$ cat config.mk
export PLATFORM = sky130hd
export DESIGN_NAME = frct_ram
export DESIGN_NICKNAME = d
export VERILOG_FILES = /design/src/sv/frct_ram.sv
export SDC_FILE = /design/constraint.sdc
export NUM_CORES = 1
export LEC_CHECK = 0
export ABC_AREA = 1
export BUFFER_PORTS_ARGS = -buffer_cell sky130_fd_sc_hd__buf_2
export CAP_MARGIN = 0
export CORE_MARGIN = 2
export CORE_UTILIZATION = 59
export CTS_CLUSTER_DIAMETER = 100
export DETAILED_ROUTE_END_ITERATION = 8
export GPL_TIMING_DRIVEN = 0
export PLACE_DENSITY = 0.82
export RECOVER_POWER = 100
export SETUP_SLACK_MARGIN = 0.02
export SKIP_LAST_GASP = 1
export SLEW_MARGIN = 0
export SYNTH_ARGS = -nofsm -noshare
export SYNTH_HDL_FRONTEND = slang
export SYNTH_SLANG_ARGS = --single-unit
$ cat constraint.sdc
create_clock -name clk_i -period 1.3 [get_ports clk_i]
set_input_delay 0.065 -clock clk_i [delete_from_list [all_inputs] [get_ports clk_i]]
set_output_delay 0.065 -clock clk_i [all_outputs]
set_load 0.02 [all_outputs]
$ cat src/sv/frct_ram.sv
// generic single-port-write, single-port-read ram with registered read data
module frct_ram #(
  parameter int WIDTH = 8,
  parameter int DEPTH = 16,
  localparam int AW = $clog2(DEPTH)
) (
  input  logic             clk_i,
  input  logic             we_i,
  input  logic [AW-1:0]    waddr_i,
  input  logic [WIDTH-1:0] wdata_i,
  input  logic             re_i,
  input  logic [AW-1:0]    raddr_i,
  output logic [WIDTH-1:0] rdata_o
);

  logic [WIDTH-1:0] mem [DEPTH];
  logic [WIDTH-1:0] rdata_q;

  always_ff @(posedge clk_i) begin
    if (we_i) begin
      mem[waddr_i] <= wdata_i;
    end
    if (re_i) begin
      rdata_q <= mem[raddr_i];
    end
  end

  assign rdata_o = rdata_q;

endmodule

==> results of run 1 <==
==> kinds of logic after synthesis <==
family / after synthesis / synth area share [%]
flip-flops: 136 / 69.85
buffers and inverters: 126 / 9.394
AND/OR/NAND/NOR: 289 / 20.76
==> flip-flops by register name, summed over array words and instances (netlist names) <==
signal and count:
rdata_o 8, mem 128
==> Yosys cell counts <==
| cell | count | area [µm²] |
|---|---|---|
| nor2_1 | 17 | 63.81 |
| edfxtp_1 | 136 | 4084 |
| buf_2 | 13 | 65.06 |
| nand3b_1 | 2 | 15.01 |
| buf_1 | 1 | 3.750 |
| inv_1 | 100 | 375.4 |
| nand3_1 | 97 | 485.5 |
| inv_2 | 2 | 7.510 |
| nand2_1 | 173 | 649.4 |
| buf_6 | 6 | 67.56 |
| buf_4 | 4 | 30.03 |
==> stage by stage <==
step / hold WS [ns] / worst slack, ns
2_1_floorplan: 0.1639 / 0.2842
3_3_place_gp: 0.4119 / -0.2473
4_1_cts: 0.08290 / 0.1076
6_report: 0.1046 / 0.07237
5_1_grt: 0.1122 / 0.06490
3_5_place_dp: 0.4175 / -0.2698
==> layer usage <==
metal / global-route usage, % / up-vias / wire length [µm]
met1: 36.77 / 1857 / 5311
met5: 0 / - / 0
met3: 5.790 / 56 / 1594
met2: 40.68 / 329 / 6448
li1: - / 1883 / -
met4: 15.15 / 0 / 562
==> final cells by class <==
cell class / count / area (µm²) / share of cell area, %
clock inverter: 15 / 158.9 / 2.349
buffer: 24 / 166.4 / 2.460
timing repair buffer: 32 / 177.7 / 2.627
sequential: 136 / 4084 / 60.38
inverter: 102 / 382.9 / 5.660
clock buffer: 17 / 414.1 / 6.123
tap: 133 / 166.4 / 2.460
multi-input combinational: 289 / 1214 / 17.94
==> worst max-delay path, delay by kind of cell (launching register included) <==
| family | cells | cell delay (ns) |
|---|---|---|
| AND/OR/NAND/NOR | 5 | 0.51 |
| flip-flops | 1 | 0.39 |
| buffers and inverters | 1 | 0.08 |
==> worst max-delay path by stage <==
stage	start	end	slack (ns)	cells after the start
after global placement	waddr_i[3]	mem[7][7]	-0.25	3
after CTS	mem[1][6]	rdata_o[6]	0.11	6
after floorplan	waddr_i[2]	mem[10][0]	0.28	2
final	mem[1][6]	rdata_o[6]	0.07	6
after global routing	mem[1][6]	rdata_o[6]	0.06	6
after detailed placement	waddr_i[3]	mem[6][7]	-0.27	3
==> cell usage in the layout (no fill, tap or decap), types with 3 or more instances in the layout <==
cell type / Yosys / layout
nand2_1: 173 / 173
edfxtp_1: 136 / 136
inv_1: 100 / 100
nand3_1: 97 / 97
clkbuf_1: 0 / 22
nor2_1: 17 / 17
clkbuf_16: 0 / 16
buf_2: 13 / 14
dlygate4sd3_1: 0 / 9
buf_6: 6 / 6
clkinv_1: 0 / 5
buf_4: 4 / 4
bufinv_16: 0 / 3
clkinvlp_4: 0 / 3
==> report_power, final <==
part,switching [mW],internal (mW),leakage [nW],total (mW)
combinational,0.482,0.190,1.37,0.672
clock,1.74,2.88,0.272,4.63
sequential,0.0250,4.94,1.24,4.97
total,2.25,8.02,2.87,10.3
==> repair_timing <==
action                                  4_1_cts  5_1_grt
hold buffers                                  9        0
endpoints found under the setup margin        0        0
endpoints found under the hold margin       136        0
==> flow_summary.toml, run 1 <==
[timing]
slew_violations = 0
max_freq_mhz = 814.6
clock_skew_ns = 0.006911
worst_slew_pin_slew_ns = 0.9733
hold_viol = 0
min_period_ns = 1.228
period_share_pct = 94.43
rsz0062_at_grt = "false"
tns_ns = 0
relSlewSlack_pct = 34.87
finalSetupViolations = 0

[placement]
place_congestion = 1.009
placed_area_um2 = 6128
hpwlAfterDp_um = 8756
placed_cells = 707
io_buffers = 23

[cts]
clock-sinks = 136
post_cts_buffers = 0
clk_pin_slew_worst_paths_ns = 0.06
cts_buffers = 17
post_cts_resized = 0
cts_tree = "yes"
clkLatencyLatePin_ns = 0.53
cts_max_path_buffers = 2
root_buffer = "clkbuf_8"
h-tree-depth = 4

[final_layout]
final_area_um2 = 6764
drive_gt1_share_pct = 8.618
diodes = 0
fin_cells = 748
num-fill-cells = 670
area_growth_syn_to_layout_pct = 15.69
finish.net_count = 621
finalCoreUtilization_pct = 69.85

[logic_synthesis]
syn_avg_cell_area_um2 = 10.61
ys_types = 11
syn-num-nets = 570
syn_inst = 551
yosysSeqAreaShare_pct = 69.85
synth_area_um2 = 5847
yosysWarningCount = 0
synth_seq_cells = 136

[setup_path]
startpoint_type = "flop"
critPathArrivalTime_ns = 1.51
endpoint_kind = "flop"
crit_type = "reg2reg"
r2r_slack_ns = 0.07
crit_required_ns = 1.58
reg2reg_from = "mem[1][6]"
rr_endpoint = "rdata_o[6]"
ff2ff_path_depth = 6
cp_slowest_cell = "edfxtp_1"
cpMostUsedCell = "nand3_1"
cp_cell_sequence = "inv_1, nand2_1, nand3_1, nand3_1, nand3_1, nand2_1"
cp_slowest_stage_delay_ns = 0.39
crit_fanout = 1

[power_and_ir_drop]
p_leak_nw = 2.874
finalPower_mw = 10.27
powerDensity_nw_per_um2 = 1518
peakVddDrop_mv = 1.009

[min_path]
min_to = "rdata_o[2]"
hold_path.class = "in2reg"
hp-start = "raddr_i[3]"
hold_depth = 3

[detailed_routing]
drtIter0Drc = 447
first_pass_iters = 5
remaining_drc_errors = 0
vias_per_cell = 5.515
ant_nets = 0
avgRoutedWirePerCell_um = 18.61
drt_wl_total_um = 13920
vias = 4125

[die]
dieWidth_um = 103.6
floorplan.rows = 36
io_pins = 27
start_util_pct = 60.37
die_area_um2 = 10720
fp.coreArea_um2 = 9684
chipHeight_um = 103.6

[global_routing]
globalRoute.totalOverflow = 0
antenna_found_initial = 0
grt_max_degree = 17
grt_pass1_wl_um = 21220
grt_usage_pct = 26.95
grt_pass1_vias = 3958

[flow_run]
max_cap_violations = 0

[run_status]
status = "finished clean"
Note: power is estimated with default switching activity, not from simulation.
==> inputs of run 2 (changes only) <==
- CELL_PAD_IN_SITES_DETAIL_PLACEMENT: unset -> 1
- CELL_PAD_IN_SITES_GLOBAL_PLACEMENT: unset -> 1
- CORE_UTILIZATION: 59 -> 49
- PLACE_DENSITY: 0.82 -> 0.84
==> run 2 against run 1 <==
Effect of this change: the flow now finishes with violations (design-rule violations); register-to-register slack worse by 0.02 ns; total power shrank 4.1%; cell count is 0.40% lower; wire length grew 22%; die area grew 20%; fmax down 1.3%; combinational power is 4.3% higher; design area shrank 2.2%; flip-flop and latch count unchanged; critical path depth unchanged; via count rose by 0.90%; largest cell class unchanged.
==> flow_summary.toml, run 2 (same netlist as run 1, synthesis figures left out) <==
[run_status]
status = "finished, violations left"
violations = "design-rule violations"

[timing]
clock_skew_ns = 0.004438
period_share_pct = 95.70
max_freq_mhz = 803.8
finalSetupViolations = 0
hold_viol = 0
tns_ns = 0
rsz0062_at_grt = "true"
min_period_ns = 1.244
relSlewSlack_pct = 32.38
slew_violations = 0
worst_slew_pin_slew_ns = 1.014
holdWs_ns = 0.1125

[power_and_ir_drop]
powerDensity_nw_per_um2 = 1488
peakVddDrop_mv = 0.8986
p_leak_nw = 2.818
finalPower_mw = 9.846

[setup_path]
endpoint_kind = "flop"
path_delay_family = "simple AND/OR/NAND/NOR gates"
r2r_slack_ns = 0.06
crit_type = "reg2reg"
cpMostUsedCell = "nand3_1"
crit_fanout = 1
critPathArrivalTime_ns = 1.40
cp_num_buf_inv = 1
crit_required_ns = 1.45
cp_slowest_cell = "edfxtp_1"
cp_cell_sequence = "inv_1, nand2_1, nand3_1, nand3_1, nand3_1, nand2_1"
startpoint_type = "flop"
cp_slowest_stage_delay_ns = 0.35

[global_routing]
grt_pass1_wl_um = 25590
antenna_found_initial = 0
globalRoute.totalOverflow = 0
grt_max_degree = 17
grt_usage_pct = 27.84
grt_pass1_vias = 4500

[final_layout]
final_area_um2 = 6618
drive_gt1_share_pct = 8.306
largest_reg_flops = 128
layout_common_cells = "nand2_1, edfxtp_1, inv_1"
layout_commonest_cell = "nand2_1"
top_register = "mem"
diodes = 0
area_growth_syn_to_layout_pct = 13.18
finish.net_count = 612
fin_cells = 745

[detailed_routing]
drt_wl_total_um = 16920
ant_nets = 0
vias_per_cell = 5.587
drtIter0Drc = 446
avgRoutedWirePerCell_um = 22.72
first_pass_iters = 8
vias = 4162
remaining_drc_errors = 2

[die]
floorplan.rows = 39
dieWidth_um = 113.2
fp.coreArea_um2 = 11520
die_area_um2 = 12820
start_util_pct = 50.77
io_pins = 27
chipHeight_um = 113.2

[placement]
placed_cells = 717
place_congestion = 0.8746
hpwlAfterDp_um = 10500
placed_area_um2 = 6141
io_buffers = 23

[min_path]
hold_path.class = "in2reg"

[cts]
ctsHoldBuffers = 0
cts_max_path_buffers = 2
clkLatencyLatePin_ns = 0.41
post_cts_resized = 0
post_cts_buffers = 0
root_buffer = "clkbuf_16"
cts_tree = "yes"
clock-sinks = 136
h-tree-depth = 4
clk_pin_slew_worst_paths_ns = 0.05
cts_buffers = 17

[flow_run]
max_cap_violations = 0
[run 2: cell count changes in the layout (fill, tap and decap cells not counted)]
cell / before / now
clkbuf_1: 22 / 21
nand3_1: 97 / 96
nand3_2: 0 / 1
inv_6: 1 / 0
clkbuf_8: 1 / 0
clkbuf_16: 16 / 17
clkinv_1: 5 / 6
buf_2: 14 / 17
dlygate4sd3_1: 9 / 0
clkinv_4: 1 / 0
clkinvlp_4: 3 / 0
bufinv_16: 3 / 1
[run 2: power by group]
part / internal, mW / switching [mW] / leakage, nW
clock network: 2.53 / 1.64 / 0.243
logic: 0.174 / 0.527 / 1.34
registers: 4.95 / 0.0276 / 1.24
total: 7.65 / 2.19 / 2.82
[run 2: path summary, 6_finish.rpt]
path,endpoint,startpoint,cells past startpoint
max,rdata_o[1],mem[10][1],6
min,rdata_o[1],re_i,1
max reg2reg,rdata_o[1],mem[10][1],6
min reg2reg,rdata_o[5],mem[4][5],6
[run 2: layout make-up]
cell class                 instances  area (µm²)
buffer                            24       166.4
clock buffer                      19       432.9
clock inverter                     9       62.56
fill                            1246        4898
inverter                         102       382.9
multi-input combinational        289        1219
sequential                       136        4084
tap                              143       178.9
timing repair buffer              23       91.34
[run 2: metrics by stage]
step	setup WS (ns)	util [%]
finish	0.05594	57.46
global route	0.01231	57.46
CTS	0.07380	57.63
detailed placement	-0.2834	53.32
global placement	-0.2785	53.32
floorplan	0.2842	-
[run 2: layer usage]
layer	track usage [%]	share of wire (%)
met1	34.44	39
met2	46.23	49
met3	5.945	7.6
met4	14.63	4.4
met5	0	0
[run 2: worst register-to-register path, delay by kind of cell, from the launching register on]
kind,cells,cell delay [ns]
and+or+nand+nor,5,0.55
buffers and inverters,1,0.08
DFF,1,0.35
==> inputs of run 3 (changes only) <==
- ABC_AREA: 1 -> unset
- CORE_UTILIZATION: 49 -> 53
- PLACE_DENSITY: 0.84 -> 0.83
==> run 3 against run 2 <==
Effect of this change: critical path depth down 3; critical endpoint unchanged; cell count down 43%; clock power is 14% higher; flip-flop and latch count did not move; largest cell class unchanged; the run ends with negative setup slack left.
==> flow_summary.toml, run 3 <==
[timing]
holdWs_ns = 0.07813
finalWorstSetupSlack_ns = -0.1543
tns_ns = -0.9317
min_period_ns = 1.454
max_freq_mhz = 687.6
period_share_pct = 111.9
worst_slew_pin_slew_ns = 0.8917
hold_viol = 0
slew_violations = 0
relSlewSlack_pct = 40.33
finalSetupViolations = 8
clock_skew_ns = 0.006516
rsz0062_at_grt = "true"

[power_and_ir_drop]
switching_share_pct = 19.77
peakVddDrop_mv = 1.007
powerDensity_nw_per_um2 = 1649
comb_power_share_pct = 5.4
clockPowerShare_pct = 46.2
p_int_mw = 8.233
seqPwrFrac_pct = 48.5
p_switching_mw = 2.029
p_leak_nw = 1.983

[setup_path]
endpoint_kind = "flop"
rr_endpoint = "rdata_o[1]"
r2r_slack_ns = -0.15
critPathLaunch = "mem[7][1]"
startpoint_type = "flop"
ff2ff_path_depth = 3
crit_fanout = 1
crit_type = "reg2reg"
reg2reg_from = "mem[7][1]"
crit_required_ns = 1.57
critPathArrivalTime_ns = 1.72

[logic_synthesis]
yosysTopAreaCell = "edfxtp_1"
synth_seq_cells = 136
synth_edf_count = 136
synth-adder-area-share_pct = 0
ys.flop_type = "edfxtp_1"
synth-compound-area-share_pct = 2.298
yosys.area_share.simple_pct = 3.135
syn_avg_cell_area_um2 = 22.83
yosys.area.top_type_share_pct = 78.12
syn-num-nets = 248
synthMuxAreaShare_pct = 14.79
syn_inst = 229
synth_area_um2 = 5228
synth_xor_xnor_area_share_pct = 0
synth_top_family_by_area = "multiplexers"
yosysSeqAreaShare_pct = 78.12
synth_most_common_cell = "edfxtp_1"
async_flop_share_pct = 0
synth_common_cells = "edfxtp_1, mux4_2, a22oi_1, mux4_1, nor2_1"
netlist_top_cells_area = "edfxtp_1, mux4_2, mux4_1"
yosysWarningCount = 0
ys_types = 18

[global_routing]
grt_max_degree = 17
grt_pass1_wl_um = 16480
grt_usage_pct = 23.21
antenna_found_initial = 0
grt_pass1_vias = 2665
globalRoute.totalOverflow = 0

[cts]
clock-sinks = 136
cts_max_path_buffers = 2
root_buffer = "clkbuf_8"
clkLatencyLatePin_ns = 0.52
post_cts_buffers = 0
h-tree-depth = 4
cts_buffers = 17
cts_tree = "yes"
clk_pin_slew_worst_paths_ns = 0.06

[detailed_routing]
met1_length_um = 4765
drt_wl_total_um = 10930
wl_met3_um = 524
vias = 2467
first_pass_iters = 5
remaining_drc_errors = 0
vias_per_cell = 5.764
drtIter0Drc = 187
ant_nets = 0
avgRoutedWirePerCell_um = 25.53
routed.top_layer = "met4"
route.met2.wl_um = 5485

[final_layout]
layout_common_cells = "edfxtp_1, mux4_2, clkbuf_1"
top_register = "mem"
num-fill-cells = 792
largest_reg_flops = 128
layout_commonest_cell = "edfxtp_1"
fin_cells = 428
area_growth_syn_to_layout_pct = 19.03
diodes = 0
finish.net_count = 302
final_area_um2 = 6222
drive_gt1_share_pct = 30.17

[die]
dieWidth_um = 103.3
io_pins = 27
chipHeight_um = 103.3
floorplan.rows = 36
die_area_um2 = 10670
fp.coreArea_um2 = 9684
start_util_pct = 53.98

[placement]
placed_cells = 387
hpwlAfterDp_um = 6873
io_buffers = 25
place_congestion = 0.7215
placed_area_um2 = 5517

[min_path]
hp-start = "waddr_i[1]"
hold_depth = 2
min_to = "mem[4][5]"
hold_path.class = "in2reg"

[flow_run]
max_cap_violations = 0

[run_status]
violations = "negative setup slack"
status = "finished, violations left"
==> run 3: power groups by stage <==
stage / Combinational, mW / Clock, mW / Sequential [mW]
after floorplan: 0.270 / 0 / 5.08
after CTS: 0.563 / 4.79 / 4.97
after global routing: 0.596 / 4.93 / 4.98
after detailed placement: 0.512 / 0 / 5.06
final: 0.552 / 4.74 / 4.97
after global placement: 0.491 / 0 / 5.05
==> run 3: area by class of cell <==
cell class                      count  area [µm²]  area share (%)
Sequential cell                   136        4084           65.63
Multi-Input combinational cell     83        1077           17.31
Clock buffer                       19       421.7           6.777
Timing Repair Buffer               35       195.2           3.137
Tap cell                          133       166.4           2.674
Clock inverter                     12       157.7           2.534
Buffer                             10       120.1           1.930
==> run 3: worst max-delay path by stage <==
stage / end / slack, ns / depth (start not counted)
after CTS: rdata_o[0] / -0.15 / 3
after floorplan: mem[3][0] / -0.03 / 2
after global routing: rdata_o[4] / -0.18 / 3
final: rdata_o[1] / -0.15 / 3
after global placement: mem[8][2] / -0.60 / 3
after detailed placement: mem[8][2] / -0.65 / 3
==> run 3: kinds of logic (layout without fill, tap and decap cells) <==
family                 count (synthesis)  in the layout
DFF                                  136            136
muxes                                 32             32
buffers and inverters                 10             76
AOI/OAI and AO/OA                     16             16
and+or+nand+nor                       35             35
==> run 3: through the flow <==
stage / power (mW) / utilization [%] / worst slack (ns)
5_1_grt: 10.51 / 64.25 / -0.1814
4_1_cts: 10.32 / 64.38 / -0.1467
3_3_place_gp: 5.539 / 56.96 / -0.5978
2_1_floorplan: 5.349 / - / -0.03115
3_5_place_dp: 5.572 / 56.96 / -0.6493
6_report: 10.26 / 64.25 / -0.1543
==> run 3: per-layer routing <==
| metal | global-route usage, % | up-vias |
|---|---|---|
| met5 | 0 | - |
| met4 | 8.502 | 0 |
| met3 | 5.511 | 13 |
| met2 | 36.61 | 88 |
| met1 | 32.19 | 1293 |
| li1 | - | 1073 |
==> run 3: timing repair <==
| action | 4_1_cts | 5_1_grt |
|---|---|---|
| cloned | 0 | 0 |
| hold buffers | 9 | 0 |
| hold endpoints to repair | 136 | 0 |
| pin swaps | 5 | 1 |
| endpoints found under the setup margin | 24 | 16 |
| gates resized for setup | 15 | 2 |
==> run 3: worst max-delay path, cell delays in order, from the launching register on <==
cell	delay [ns]
edfxtp_1	0.36
mux4_2	0.51
a22oi_1	0.25
nand2_1	0.08
